==> config.mk <==
export PLATFORM = sky130hd
export DESIGN_NAME = button_press_event_detector
export DESIGN_NICKNAME = d
export VERILOG_FILES = /design/src/hw/rtl/bpd_pkg.sv /design/src/hw/rtl/bpd_front.sv /design/src/hw/rtl/bpd_queue.sv /design/src/hw/rtl/bpd_back.sv /design/src/hw/rtl/button_press_event_detector.sv
export SDC_FILE = /design/constraint.sdc
export NUM_CORES = 1
export LEC_CHECK = 0
export BUFFER_PORTS_ARGS = -buffer_cell sky130_fd_sc_hd__clkbuf_2
export CAP_MARGIN = 20
export CORE_MARGIN = 8
export CORE_UTILIZATION = 37
export DETAILED_ROUTE_END_ITERATION = 10
export GPL_ROUTABILITY_DRIVEN = 1
export PLACE_DENSITY_LB_ADDON = 0.1
export SLEW_MARGIN = 20
export SYNTH_ARGS = -nofsm -noshare
export SYNTH_HDL_FRONTEND = slang
export SYNTH_SLANG_ARGS = --single-unit
==> constraint.sdc <==
create_clock -name clk -period 14.65 [get_ports clk]
set_clock_uncertainty 0.2 [all_clocks]
set_input_delay 2.93 -clock clk [delete_from_list [all_inputs] [get_ports clk]]
set_output_delay 2.93 -clock clk [all_outputs]
set_load 0.02 [all_outputs]
==> src/hw/rtl/bpd_pkg.sv <==
// bpd_pkg: shared types and constants for the button press event detector
// no dependencies; imported by every module of the block

package bpd_pkg;

  // widest threshold set the register map provides
  localparam int MAX_THR   = 4;
  localparam int TIME_W    = 32;
  localparam int CFG_AW    = 5;
  localparam int CFG_DW    = 32;

  // descriptor queue between front and back
  localparam int QDEPTH    = 4;
  localparam int QPTR_W    = 2;
  localparam int QCNT_W    = 3;

  // bit positions in a result descriptor
  localparam int BIT_DOWN  = 0;
  localparam int BIT_UP    = 1;
  localparam int BIT_CLICK = 2;
  localparam int BIT_LONG0 = 3;

  typedef enum logic [1:0] {
    KIND_DOWN  = 2'd0,
    KIND_UP    = 2'd1,
    KIND_CLICK = 2'd2,
    KIND_LONG  = 2'd3
  } kind_t;

  typedef enum logic [2:0] {
    REG_PRESS_LOW    = 3'd0,
    REG_EVENT_ENABLE = 3'd1,
    REG_LONG_ENABLE  = 3'd2,
    REG_THR0         = 3'd3,
    REG_THR1         = 3'd4,
    REG_THR2         = 3'd5,
    REG_THR3         = 3'd6
  } reg_idx_t;

  typedef struct packed {
    logic                            press_low;
    logic [2:0]                      event_enable;
    logic [MAX_THR-1:0]              long_enable;
    logic [MAX_THR-1:0][TIME_W-1:0]  long_threshold;
  } cfg_t;

endpackage

==> src/hw/rtl/bpd_front.sv <==
// bpd_front: classifies each poll, keeps press state and builds a result descriptor
// depends on bpd_pkg

module bpd_front import bpd_pkg::*; #(
  parameter int NUM_THR = 4,
  parameter int MW      = 3 + NUM_THR
) (
  input  logic              clk,
  input  logic              rst_n,
  input  cfg_t              cfg,
  input  logic              accept,
  input  logic              pin_level,
  input  logic [TIME_W-1:0] now_ms,
  output logic              desc_push,
  output logic [MW-1:0]     desc
);

  logic                pressed_r, pressed_nxt;
  logic [TIME_W-1:0]   start_r, start_nxt;
  logic [NUM_THR-1:0]  fired_r, fired_nxt;

  logic                cur;
  logic                is_press, is_rel, is_hold;
  logic [TIME_W-1:0]   elapsed;
  logic [NUM_THR-1:0]  hit;

  // polarity and edge classification
  assign cur      = cfg.press_low ? ~pin_level : pin_level;
  assign is_press = cur & ~pressed_r;
  assign is_rel   = ~cur & pressed_r;
  assign is_hold  = cur & pressed_r;
  assign elapsed  = now_ms - start_r;

  // thresholds reached while held, once per press
  always_comb begin
    for (int i = 0; i < NUM_THR; i++) begin
      hit[i] = is_hold & cfg.long_enable[i] & ~fired_r[i] &
               (elapsed >= cfg.long_threshold[i]);
    end
  end

  // descriptor: one bit per result, emitted lowest bit first
  always_comb begin
    desc                  = '0;
    desc[BIT_DOWN]        = is_press & cfg.event_enable[0];
    desc[BIT_UP]          = is_rel & cfg.event_enable[1];
    desc[BIT_CLICK]       = is_rel & ~(|fired_r) & cfg.event_enable[2];
    desc[MW-1:BIT_LONG0]  = hit;
  end

  assign desc_push = accept & (|desc);

  // state update on an accepted poll
  always_comb begin
    pressed_nxt = pressed_r;
    start_nxt   = start_r;
    fired_nxt   = fired_r;
    if (accept) begin
      pressed_nxt = cur;
      if (is_press) begin
        start_nxt = now_ms;
        fired_nxt = '0;
      end else begin
        fired_nxt = fired_r | hit;
      end
    end
  end

  always_ff @(posedge clk) begin
    if (!rst_n) begin
      pressed_r <= 1'b0;
      start_r   <= '0;
      fired_r   <= '0;
    end else begin
      pressed_r <= pressed_nxt;
      start_r   <= start_nxt;
      fired_r   <= fired_nxt;
    end
  end

endmodule

==> src/hw/rtl/bpd_queue.sv <==
// bpd_queue: short descriptor queue between front and back
// depends on bpd_pkg

module bpd_queue import bpd_pkg::*; #(
  parameter int W = 7
) (
  input  logic         clk,
  input  logic         rst_n,
  input  logic         wr_en,
  input  logic [W-1:0] wr_data,
  input  logic         rd_en,
  output logic [W-1:0] rd_data,
  output logic         q_full,
  output logic         q_empty
);

  logic [W-1:0]      mem [QDEPTH];
  logic [QPTR_W-1:0] wp_r, wp_nxt;
  logic [QPTR_W-1:0] rp_r, rp_nxt;
  logic [QCNT_W-1:0] cnt_r, cnt_nxt;

  assign q_full  = (cnt_r == QCNT_W'(QDEPTH));
  assign q_empty = (cnt_r == '0);
  assign rd_data = mem[rp_r];

  // pointer and fill count
  always_comb begin
    wp_nxt  = wr_en ? wp_r + 1'b1 : wp_r;
    rp_nxt  = rd_en ? rp_r + 1'b1 : rp_r;
    cnt_nxt = cnt_r;
    if (wr_en && !rd_en) begin
      cnt_nxt = cnt_r + 1'b1;
    end else if (!wr_en && rd_en) begin
      cnt_nxt = cnt_r - 1'b1;
    end
  end

  always_ff @(posedge clk) begin
    if (!rst_n) begin
      wp_r  <= '0;
      rp_r  <= '0;
      cnt_r <= '0;
    end else begin
      wp_r  <= wp_nxt;
      rp_r  <= rp_nxt;
      cnt_r <= cnt_nxt;
    end
  end

  // storage
  always_ff @(posedge clk) begin
    if (wr_en) begin
      mem[wp_r] <= wr_data;
    end
  end

endmodule

==> src/hw/rtl/bpd_back.sv <==
// bpd_back: serializes descriptors into result transfers through an output register
// depends on bpd_pkg

module bpd_back import bpd_pkg::*; #(
  parameter int MW = 7
) (
  input  logic          clk,
  input  logic          rst_n,
  input  logic [MW-1:0] q_data,
  input  logic          q_empty,
  output logic          q_pop,
  input  logic          pop,
  output logic          empty,
  output logic [1:0]    event_kind,
  output logic [1:0]    threshold_index,
  output logic          last_of_run
);

  logic [MW-1:0] cur_r, cur_nxt;
  logic          ov_r, ov_nxt;
  kind_t         kind_r, kind_nxt;
  logic [1:0]    idx_r, idx_nxt;
  logic          last_r, last_nxt;

  logic [MW-1:0] src, rest;
  logic          from_q, slot_free, found;
  kind_t         sel_kind;
  logic [1:0]    sel_idx;

  // work from the held descriptor, else the queue head
  assign from_q    = (cur_r == '0);
  assign src       = from_q ? (q_empty ? '0 : q_data) : cur_r;
  assign slot_free = ~ov_r | pop;

  // pick the lowest pending result
  always_comb begin
    found    = 1'b0;
    sel_kind = KIND_DOWN;
    sel_idx  = '0;
    rest     = src;
    for (int i = 0; i < MW; i++) begin
      if (!found && src[i]) begin
        found   = 1'b1;
        rest[i] = 1'b0;
        if (i == BIT_DOWN) begin
          sel_kind = KIND_DOWN;
        end else if (i == BIT_UP) begin
          sel_kind = KIND_UP;
        end else if (i == BIT_CLICK) begin
          sel_kind = KIND_CLICK;
        end else begin
          sel_kind = KIND_LONG;
          sel_idx  = 2'(i - BIT_LONG0);
        end
      end
    end
  end

  // output register and descriptor update
  always_comb begin
    cur_nxt  = cur_r;
    ov_nxt   = ov_r & ~pop;
    kind_nxt = kind_r;
    idx_nxt  = idx_r;
    last_nxt = last_r;
    q_pop    = 1'b0;
    if (slot_free && found) begin
      ov_nxt   = 1'b1;
      kind_nxt = sel_kind;
      idx_nxt  = sel_idx;
      last_nxt = (rest == '0);
      cur_nxt  = rest;
      q_pop    = from_q;
    end
  end

  always_ff @(posedge clk) begin
    if (!rst_n) begin
      cur_r <= '0;
      ov_r  <= 1'b0;
    end else begin
      cur_r <= cur_nxt;
      ov_r  <= ov_nxt;
    end
  end

  always_ff @(posedge clk) begin
    kind_r <= kind_nxt;
    idx_r  <= idx_nxt;
    last_r <= last_nxt;
  end

  assign empty           = ~ov_r;
  assign event_kind      = kind_r;
  assign threshold_index = idx_r;
  assign last_of_run     = last_r;

endmodule

==> src/hw/rtl/button_press_event_detector.sv <==
// button_press_event_detector: top level with register file, front, queue and back
// depends on bpd_pkg, bpd_front, bpd_queue, bpd_back
// path: a poll's results pass through the descriptor queue, then the back end's output register
// throughput: one poll per cycle while the queue has room; one result per cycle out
// of the back end while the receiver pops; a poll has up to 4 results, one transfer each
// reset: synchronous active low; registers return to defaults, no press held, queue empty

module button_press_event_detector import bpd_pkg::*; #(
  parameter int NUM_THRESHOLDS = 4
) (
  input  logic              clk,
  input  logic              rst_n,
  // poll channel
  input  logic              push,
  output logic              full,
  input  logic              in_pin_level,
  input  logic [TIME_W-1:0] in_now_ms,
  // result channel
  input  logic              pop,
  output logic              empty,
  output logic [1:0]        out_event_kind,
  output logic [1:0]        out_threshold_index,
  output logic              out_last_of_run,
  // register port
  input  logic              psel,
  input  logic              penable,
  input  logic              pwrite,
  input  logic [CFG_AW-1:0] paddr,
  input  logic [CFG_DW-1:0] pwdata,
  output logic [CFG_DW-1:0] prdata,
  output logic              pready
);

  localparam int MW = 3 + NUM_THRESHOLDS;

  cfg_t           cfg_r, cfg_nxt;
  reg_idx_t       ridx;
  logic           wr_fire;
  logic           accept;
  logic           desc_push;
  logic [MW-1:0]  desc;
  logic [MW-1:0]  q_data;
  logic           q_full, q_empty, q_pop;

  // register file
  assign pready  = 1'b1;
  assign ridx    = reg_idx_t'(paddr[4:2]);
  assign wr_fire = psel & penable & pwrite & pready;

  always_comb begin
    cfg_nxt = cfg_r;
    if (wr_fire) begin
      unique case (ridx)
        REG_PRESS_LOW:    cfg_nxt.press_low         = pwdata[0];
        REG_EVENT_ENABLE: cfg_nxt.event_enable      = pwdata[2:0];
        REG_LONG_ENABLE:  cfg_nxt.long_enable       = pwdata[MAX_THR-1:0];
        REG_THR0:         cfg_nxt.long_threshold[0] = pwdata;
        REG_THR1:         cfg_nxt.long_threshold[1] = pwdata;
        REG_THR2:         cfg_nxt.long_threshold[2] = pwdata;
        REG_THR3:         cfg_nxt.long_threshold[3] = pwdata;
        default:          cfg_nxt = cfg_r;
      endcase
    end
  end

  always_ff @(posedge clk) begin
    if (!rst_n) begin
      cfg_r.press_low      <= 1'b1;
      cfg_r.event_enable   <= 3'b111;
      cfg_r.long_enable    <= '0;
      cfg_r.long_threshold <= '0;
    end else begin
      cfg_r <= cfg_nxt;
    end
  end

  // register readback
  always_comb begin
    unique case (ridx)
      REG_PRESS_LOW:    prdata = CFG_DW'(cfg_r.press_low);
      REG_EVENT_ENABLE: prdata = CFG_DW'(cfg_r.event_enable);
      REG_LONG_ENABLE:  prdata = CFG_DW'(cfg_r.long_enable);
      REG_THR0:         prdata = cfg_r.long_threshold[0];
      REG_THR1:         prdata = cfg_r.long_threshold[1];
      REG_THR2:         prdata = cfg_r.long_threshold[2];
      REG_THR3:         prdata = cfg_r.long_threshold[3];
      default:          prdata = '0;
    endcase
  end

  // poll transfer
  assign full   = q_full;
  assign accept = push & ~q_full;

  bpd_front #(
    .NUM_THR (NUM_THRESHOLDS),
    .MW      (MW)
  ) u_front (
    .clk       (clk),
    .rst_n     (rst_n),
    .cfg       (cfg_r),
    .accept    (accept),
    .pin_level (in_pin_level),
    .now_ms    (in_now_ms),
    .desc_push (desc_push),
    .desc      (desc)
  );

  bpd_queue #(
    .W (MW)
  ) u_queue (
    .clk     (clk),
    .rst_n   (rst_n),
    .wr_en   (desc_push),
    .wr_data (desc),
    .rd_en   (q_pop),
    .rd_data (q_data),
    .q_full  (q_full),
    .q_empty (q_empty)
  );

  bpd_back #(
    .MW (MW)
  ) u_back (
    .clk             (clk),
    .rst_n           (rst_n),
    .q_data          (q_data),
    .q_empty         (q_empty),
    .q_pop           (q_pop),
    .pop             (pop),
    .empty           (empty),
    .event_kind      (out_event_kind),
    .threshold_index (out_threshold_index),
    .last_of_run     (out_last_of_run)
  );

endmodule

==> summary.txt, run 1 <==
largest net degree at the start of global routing = 115
Post-CTS Setup Bufs = 0
overflow left after global routing = 0
clock buffer depth = 3
initial antenna violation count = 0
Slew @ Worst Pin = 0.993 ns
first-pass GRT wire length = 68600 um
max_slew headroom = 0.336
Post-DRT Antenna Nets = 0
Final Hold Fails = 0
Tcrit/Tclk final = 0.615
Core Region = 37700 um^2
P&R area growth vs syn = 13.5%
num ports = 117
Setup crit end kind = flop
Num CTS Buffers = 28
total of max-cap violations = 0
DR vias/cell = 5.15
Detail Placement HPWL = 30900 um
Max Slew Vio Count = 0
ant diodes = 0
Post-CTS Resized = 0
RePlAce Congestion = 0.821
Power Density = 129 nW/um^2
Die Ht = 211 um
I/O Buffers = 113
startpoint class of the critical path = input port
DR vias = 11900
Syn Nets = 1938
Max IR drop VDD = 77.2 uV
setup violators final = 0
average cell area after synthesis = 8.33 um^2
Cell Area, Synth = 14100 um^2
clk_lat worst skew = 0.56 ns
vias in the first global route = 11800
DR WL/cell = 18.9 um
CTS sink cnt = 222
Initial Util = 0.375
1st-pass router iterations = 5
filler cell count = 3869
CTS tree = done
WP data arrival = 9.29 ns
total track usage = 0.194
layout cell share with drive strength beyond 1 = 0.110
worst min path class = flop to flop
register bit count reported by yosys = 222
Core Rows = 71
CTS Root Cell = clkbuf_16
H-tree depth = 1
Synth Warn # = 0
register area share after synthesis = 0.338
critical path class = input port to flop
routed wire length = 43500 um
# hold bufs at CTS = 0
status = finished, final reports clean
CP Max Fanout = 5
dominant synthesized flop cell = dfxtp_1
FMAX = 111 MHz
DIE AREA = 44700 um^2
Req. time, crit path = 14.94 ns
share of flip-flops with an asynchronous set or reset = 0
RSZ-0062 raised after global routing = false
EDFF count, synth = 33
Lkg Pwr = 5.93 nW
Nets = 2017
Reg clk slew, reported paths = 0.05 ns
Synth Instances = 1695
TNS Setup = 0 ns
Die W = 211 um
drt first-iter violations = 500
fin crit period = 9.01 ns
core occupancy in the finished layout = 0.426
Remaining DRCs = 0
Yosys cell types = 67
## final cells by class
cell class	instances	area [um^2]	share of cell area
multi-input cells	1225	8430	0.525
flip-flops and latches	222	4770	0.298
clock buffers	36	761	0.0474
repair buffers	125	678	0.0423
inverters	172	648	0.0404
well taps	511	639	0.0399
clock inverters	15	111	0.00694
## metal layers
metal	global-route usage	wire length (um)	vias up
met4	0.0455	1020	0
met2	0.330	20500	245
met3	0.0281	1920	58
met1	0.256	20100	5566
met5	0	0	-
li1	-	-	6016
## flip-flops by register name, summed over array words and instances (netlist names), 3 cells and up, named ones only
signal           cells
cfg_r              136
u_front.start_r     32
u_queue.mem         28
u_back.cur_r         6
u_front.fired_r      4
u_queue.cnt_r        3
## synth_stat cells (all sizes together), types with 21 or more instances
library cell    n  area (um^2)
nand2         377         1430
dfxtp         189         3780
inv           172          648
a21boi        166         1250
ha            164         2050
a21oi          80          415
clkbuf         72          270
o21ai          51          267
nor2           44          165
a21o           36          270
edfxtp         33          991
a22o           31          272
a221o          30          300
nand4          22          144
nor2b          22          138
xnor2          21          184
## final timing paths
path / slack [ns] / end / from / cells past startpoint
worst max-delay path: 5.64 / u_queue.cnt_r[2] / in_now_ms[0] / 28
worst min-delay path: 0.26 / u_front.start_r[28] / u_front.start_r[28] / 2
worst max register to register: 7.87 / u_queue.cnt_r[2] / u_front.start_r[0] / 26
worst min register to register: 0.26 / u_front.start_r[28] / u_front.start_r[28] / 2
## logic make-up after synthesis
| family | count (synthesis) | synth area share |
|---|---|---|
| AO/OA/AOI/OAI | 456 | 0.232 |
| XOR/XNOR | 34 | 0.0211 |
| adder cells (fa/ha/maj) | 166 | 0.148 |
| buffers and inverters | 248 | 0.0674 |
| flip-flops | 222 | 0.338 |
| multiplexers | 24 | 0.0234 |
| other | 1 | 0.000265 |
| AND/OR/NAND/NOR | 544 | 0.170 |
## critical path, cell delays in order
cell and delay (ns):
clkbuf_2 0.13, inv_1 0.07, ha_1 0.16, inv_1 0.05, fa_1 0.41, a211oi_1 0.31
o21ai_1 0.20, nand2_1 0.20, o21bai_1 0.18, a21oi_1 0.24, o21ai_0 0.11, a21oi_1 0.18
xnor2_1 0.27, ha_1 0.26, o21ai_0 0.08, o21ai_0 0.23, a21oi_1 0.11, o21ai_0 0.51
o21ai_0 0.31, o21ai_0 0.49, nand2_1 0.13, a21oi_1 0.43, ha_1 0.26, inv_1 0.06
fa_1 0.37, xor2_1 0.17, or3_1 0.30, a21boi_0 0.15
## where the power goes
group | internal [mW] | total [mW] | switching (mW)
logic | 0.285 | 0.708 | 0.423
registers | 0.668 | 0.696 | 0.0279
clock network | 0.382 | 0.658 | 0.276
total | 1.34 | 2.06 | 0.727
## through the flow
step / std cells / instance area [um^2] / worst slack (ns) / hold WS (ns) / total power, mW
after floorplan: 1695 / 14100 / 6.52 / 0.243 / 1.24
after global placement: 2254 / 15100 / 5.02 / 0.254 / 1.41
after detailed placement: 2254 / 15100 / 5.03 / 0.264 / 1.42
after CTS: 2305 / 16000 / 5.59 / 0.272 / 2.09
after global routing: 2306 / 16000 / 5.13 / 0.282 / 2.21
final: 2306 / 16000 / 5.64 / 0.262 / 2.06
## layout by cell type, fill, tap and decap left out, drive strengths merged, types with 33 or more instances in the layout
cell type  instances
clkbuf           148
o21ai             51
nor2              44
ha               164
a21oi             80
a21o              36
nand2            377
dfxtp            189
inv              172
a21boi           166
edfxtp            33
Note: power is estimated with default switching activity, not from simulation.
==> run 2, diff against run 1 <==
==> constraint.sdc (replaced) <==
create_clock -name clk -period 8.75 [get_ports clk]
set_clock_uncertainty 0.2 [all_clocks]
set_input_delay 1.75 -clock clk [delete_from_list [all_inputs] [get_ports clk]]
set_output_delay 1.75 -clock clk [all_outputs]
set_load 0.02 [all_outputs]
==> summary.txt, run 2 (same netlist as run 1, synthesis figures left out) <==
Post-CTS Resized = 0 (unchanged)
Power Density = 217 nW/um^2 (+69%)
routed wire length = 44200 um (+1.8%)
max_slew headroom = 0.271 (-0.0644)
Largest Register = cfg_r
Req. time, crit path = 9.04 ns (-5.90 ns)
CP Max Fanout = 6 (+1)
RSZ-0062 raised after global routing = false
CTS sink cnt = 222 (unchanged)
Hold Startpoint = u_front.start_r[23]
Largest register FFs = 136 (unchanged)
RR Startpoint = u_front.start_r[0]
commonest non-fill, non-tap cell in the layout = nand2_1
most frequent cells in the layout = nand2_1 (371), dfxtp_1 (189), inv_1 (171)
DR vias/cell = 5.14 (-0.21%)
first-pass GRT wire length = 69300 um (+0.97%)
Final Non-Filler Cells = 2309 (+0.13%)
Core Rows = 71 (unchanged)
total of max-cap violations = 0 (unchanged)
WP data arrival = 8.22 ns (-1.07 ns)
Core Region = 37700 um^2 (unchanged)
Setup WS pre-CTS = 0.283 ns (-4.75 ns)
TNS Setup = 0 ns (unchanged)
Tcrit/Tclk final = 0.906
worst min path class = flop to flop
fin crit period = 7.93 ns
clock buffer depth = 3 (unchanged)
setup violators final = 0 (unchanged)
clk_lat worst skew = 0.56 ns (about the same)
CTS Root Cell = clkbuf_16
Die W = 211 um (unchanged)
Initial Util = 0.375 (unchanged)
Max Slew Vio Count = 0 (unchanged)
biggest regs = cfg_r x136, u_front.start_r x32, u_queue.mem x28
final worst setup slack = 0.825 ns (-4.82 ns)
Final Hold Fails = 0 (unchanged)
H-tree depth = 1 (unchanged)
Die Ht = 211 um (unchanged)
register area = 4770 um^2 (unchanged)
FMAX = 126 MHz
Slew @ Worst Pin = 1.09 ns (+0.0963 ns)
RePlAce Congestion = 0.848 (+3.3%)
overflow left after global routing = 0 (unchanged)
Detail Placement HPWL = 31100 um (+0.47%)
P&R area growth vs syn = 13.7%
largest net degree at the start of global routing = 83 (-28%)
vias in the first global route = 11900 (+0.84%)
total power = 3.49 mW (+69%)
DR WL/cell = 19.2 um (+1.7%)
Post-DRT Antenna Nets = 0 (unchanged)
Lkg Pwr = 5.93 nW (about the same)
core occupancy in the finished layout = 0.426 (+0.000498)
total track usage = 0.196 (+0.00170)
Max IR drop VDD = 148 uV (+92%)
ant diodes = 0 (unchanged)
R2R cell count = 25 (-3.8%)
Setup crit end kind = flop
initial antenna violation count = 0 (unchanged)
CP Launch Point = in_now_ms[0]
1st-pass router iterations = 5 (unchanged)
Num CTS Buffers = 27 (-3.6%)
Nets = 2020 (+0.15%)
crit path to = u_queue.cnt_r[2]
R2R Setup Slk = 1.86 ns (-6.01 ns)
DIE AREA = 44700 um^2 (unchanged)
DR vias = 11900 (-0.076%)
Multi-input gate area = 8420 um^2 (about the same)
CTS tree = done
DP Area = 15200 um^2 (+0.21%)
r2r endpoint = u_queue.cnt_r[2]
num ports = 117 (unchanged)
status = finished, final reports clean
# hold bufs at CTS = 0 (unchanged)
drt first-iter violations = 683 (+37%)
filler cell count = 3860 (-0.23%)
startpoint class of the critical path = input port
Post-CTS Setup Bufs = 0 (unchanged)
minimum hold slack = 0.263 ns (+0.00107 ns)
layout cell share with drive strength beyond 1 = 0.112 (+0.00204)
critical path class = input port to flop
dpl cells = 2259 (+0.22%)
fin area = 16100 um^2 (+0.12%)
I/O Buffers = 113 (unchanged)
Reg clk slew, reported paths = 0.06 ns (about the same)
Remaining DRCs = 0 (unchanged)
## run 2: changes by cell type in the layout (fill, tap and decap cells not counted), sizes merged
cell and change:
buf +4, inv +1, bufinv +1, clkinvlp +3, clkbuf -2, clkinv -4
## run 2: worst min-delay path by stage
stage                                     end  slack, ns  cells past startpoint
after floorplan           u_front.start_r[17]       0.24                      2
after global placement    u_front.start_r[28]       0.25                      2
after detailed placement  u_front.start_r[17]       0.26                      2
after CTS                 u_front.start_r[23]       0.27                      2
after global routing      u_front.start_r[17]       0.28                      2
final                     u_front.start_r[23]       0.26                      2
## run 2: worst max-delay path: stages
cell	delay, ns
clkbuf_2	0.12
inv_1	0.07
ha_1	0.15
inv_1	0.05
fa_1	0.42
a211oi_1	0.38
o21ai_1	0.17
nand2_1	0.19
o311ai_1	0.19
a211o_1	0.35
a31o_2	0.28
a21oi_1	0.19
o21ai_1	0.11
xor2_1	0.42
ha_1	0.22
nand4_1	0.11
o21ai_0	0.51
o21ai_0	0.18
nor2_1	0.50
nor4b_4	0.11
a21oi_1	0.42
ha_1	0.26
inv_1	0.06
fa_1	0.37
xor2_1	0.18
or3_1	0.30
a21boi_0	0.16
## run 2: layer usage
layer  part of all wire  track usage
met1               0.47        0.257
met5                  0            0
met3              0.041       0.0274
met2               0.47        0.333
met4              0.027       0.0513
## run 2: power by group
| part | internal, mW | switching [mW] |
|---|---|---|
| combinational | 0.482 | 0.719 |
| sequential | 1.12 | 0.0464 |
| clock | 0.655 | 0.471 |
## run 2: final cells by class
cell class,instances,area share
tap,511,0.0398
clock buffer,34,0.0456
sequential,222,0.297
clock inverter,16,0.00974
timing repair buffer,129,0.0429
inverter,172,0.0404
multi-input combinational,1225,0.524
==> run 3, diff against run 2 <==
--- a/config.mk
+++ b/config.mk
@@ -9,6 +9,7 @@
 export CAP_MARGIN = 20
 export CORE_MARGIN = 8
 export CORE_UTILIZATION = 37
+export CTS_BUF_LIST = sky130_fd_sc_hd__clkbuf_16
 export DETAILED_ROUTE_END_ITERATION = 10
 export GPL_ROUTABILITY_DRIVEN = 1
 export PLACE_DENSITY_LB_ADDON = 0.1
==> summary.txt, run 3 (same netlist as run 1, synthesis figures left out) <==
DR vias/cell = 5.16 (+0.38%)
num ports = 117 (unchanged)
R2R Setup Slk = 1.85 ns (about the same)
Final Hold Fails = 0 (unchanged)
FMAX = 126 MHz (-0.17%)
Reg clk slew, reported paths = 0.06 ns (about the same)
setup violators final = 0 (unchanged)
Post-CTS Setup Bufs = 0 (unchanged)
total track usage = 0.196 (about the same)
DP Area = 15200 um^2 (unchanged)
H-tree depth = 1 (unchanged)
max_slew headroom = 0.277 (+0.00548)
worst min path class = flop to flop
Die W = 211 um (unchanged)
status = finished, final reports clean
fin area = 16000 um^2 (-0.19%)
CP Max Fanout = 6 (unchanged)
filler cell count = 3863 (+0.078%)
Post-DRT Antenna Nets = 0 (unchanged)
CP max stage delay = 0.50 ns (about the same)
Power Density = 216 nW/um^2 (-0.69%)
DIE AREA = 44700 um^2 (unchanged)
RR Startpoint = u_front.start_r[0]
CTS tree = done
CTS Root Cell = clkbuf_16
Post-CTS Resized = 0 (unchanged)
startpoint class of the critical path = input port
overflow left after global routing = 0 (unchanged)
initial antenna violation count = 0 (unchanged)
I/O Buffers = 113 (unchanged)
drt first-iter violations = 663 (-2.9%)
Core Region = 37700 um^2 (unchanged)
Largest register FFs = 136 (unchanged)
WP data arrival = 8.23 ns (about the same)
Setup crit end kind = flop
total of max-cap violations = 0 (unchanged)
Num CTS Buffers = 27 (unchanged)
DR vias = 11900 (+0.38%)
total power = 3.46 mW (-0.88%)
R2R cell count = 25 (unchanged)
Tcrit/Tclk final = 0.907 (+0.00158)
CTS sink cnt = 222 (unchanged)
most frequent cells in the layout = nand2_1 (371), dfxtp_1 (189), inv_1 (175)
Die Ht = 211 um (unchanged)
Remaining DRCs = 0 (unchanged)
DR WL/cell = 19.2 um (about the same)
Max Slew Vio Count = 0 (unchanged)
Max IR drop VDD = 149 uV (+0.27%)
Largest Register = cfg_r
clk_lat worst skew = 0.57 ns (about the same)
WHS Path Cells = 2 (unchanged)
commonest non-fill, non-tap cell in the layout = nand2_1
P&R area growth vs syn = 13.5%
1st-pass router iterations = 5 (unchanged)
first-pass GRT wire length = 69200 um (about the same)
largest net degree at the start of global routing = 83 (unchanged)
CP max stage cell = o21ai_0
# hold bufs at CTS = 0 (unchanged)
clock buffer depth = 3 (unchanged)
Nets = 2020 (unchanged)
Detail Placement HPWL = 31100 um (unchanged)
ant diodes = 0 (unchanged)
Core Rows = 71 (unchanged)
r2r endpoint = u_queue.cnt_r[2]
Multi-input gate area = 8420 um^2 (unchanged)
register area = 4770 um^2 (unchanged)
routed wire length = 44200 um (about the same)
Slew @ Worst Pin = 1.08 ns (-0.00819 ns)
RePlAce Congestion = 0.848 (unchanged)
layout cell share with drive strength beyond 1 = 0.110 (-0.00167)
critical path class = input port to flop
fin crit period = 7.94 ns (+0.0138 ns)
TNS Setup = 0 ns (unchanged)
biggest regs = cfg_r x136, u_front.start_r x32, u_queue.mem x28
Lkg Pwr = 5.93 nW (about the same)
vias in the first global route = 11900 (+0.067%)
Initial Util = 0.375 (unchanged)
Req. time, crit path = 9.04 ns (about the same)
hold path endpoint = u_front.start_r[23]
RSZ-0062 raised after global routing = false
Hold Startpoint = u_front.start_r[23]
[run 3: area by class of cell]
class | count | area share
multi-input combinational | 1225 | 0.525
clock buffer | 27 | 0.0422
inverter | 172 | 0.0404
sequential | 222 | 0.298
clock inverter | 23 | 0.0114
tap | 511 | 0.0399
timing repair buffer | 129 | 0.0429
[run 3: power breakdown]
group | switching [mW] | internal (mW)
logic | 0.719 | 0.482
registers | 0.0464 | 1.12
clock network | 0.472 | 0.624
total | 1.24 | 2.22
[run 3: per-layer routing]
layer	up-vias	routed length (um)	GRT usage	part of all wire
li1	6032	-	-	-
met5	-	0	0	0
met3	61	2010	0.0272	0.046
met4	0	1160	0.0515	0.026
met2	256	20700	0.334	0.47
met1	5572	20400	0.257	0.46
[run 3: worst max-delay path by stage]
stage	from	to	slack (ns)	cells past startpoint
after detailed placement	in_now_ms[0]	u_queue.cnt_r[2]	0.28	27
final	in_now_ms[0]	u_queue.cnt_r[2]	0.81	27
after global placement	in_now_ms[0]	u_queue.cnt_r[2]	0.42	27
after floorplan	in_now_ms[0]	u_queue.cnt_r[2]	1.80	26
after global routing	in_now_ms[0]	u_queue.cnt_r[2]	0.44	27
after CTS	in_now_ms[0]	u_queue.cnt_r[2]	0.84	27
[run 3: critical path: cells and delay by family]
kind                     cells  cell delay [ns]
XOR/XNOR                     2             0.60
AND/OR/NAND/NOR              5             1.21
AO/OA/AOI/OAI               11             2.95
buffers and inverters        4             0.30
adder cells (fa/ha/maj)      5             1.42
[run 3: through the flow]
stage | hold WS [ns] | setup WS (ns) | instances | utilization
finish | 0.263 | 0.811 | 2309 | 0.425
global route | 0.284 | 0.445 | 2309 | 0.425
CTS | 0.267 | 0.837 | 2309 | 0.425
detailed placement | 0.260 | 0.283 | 2259 | 0.403
global placement | 0.251 | 0.422 | 2259 | 0.403
floorplan | 0.243 | 1.80 | 1695 | -
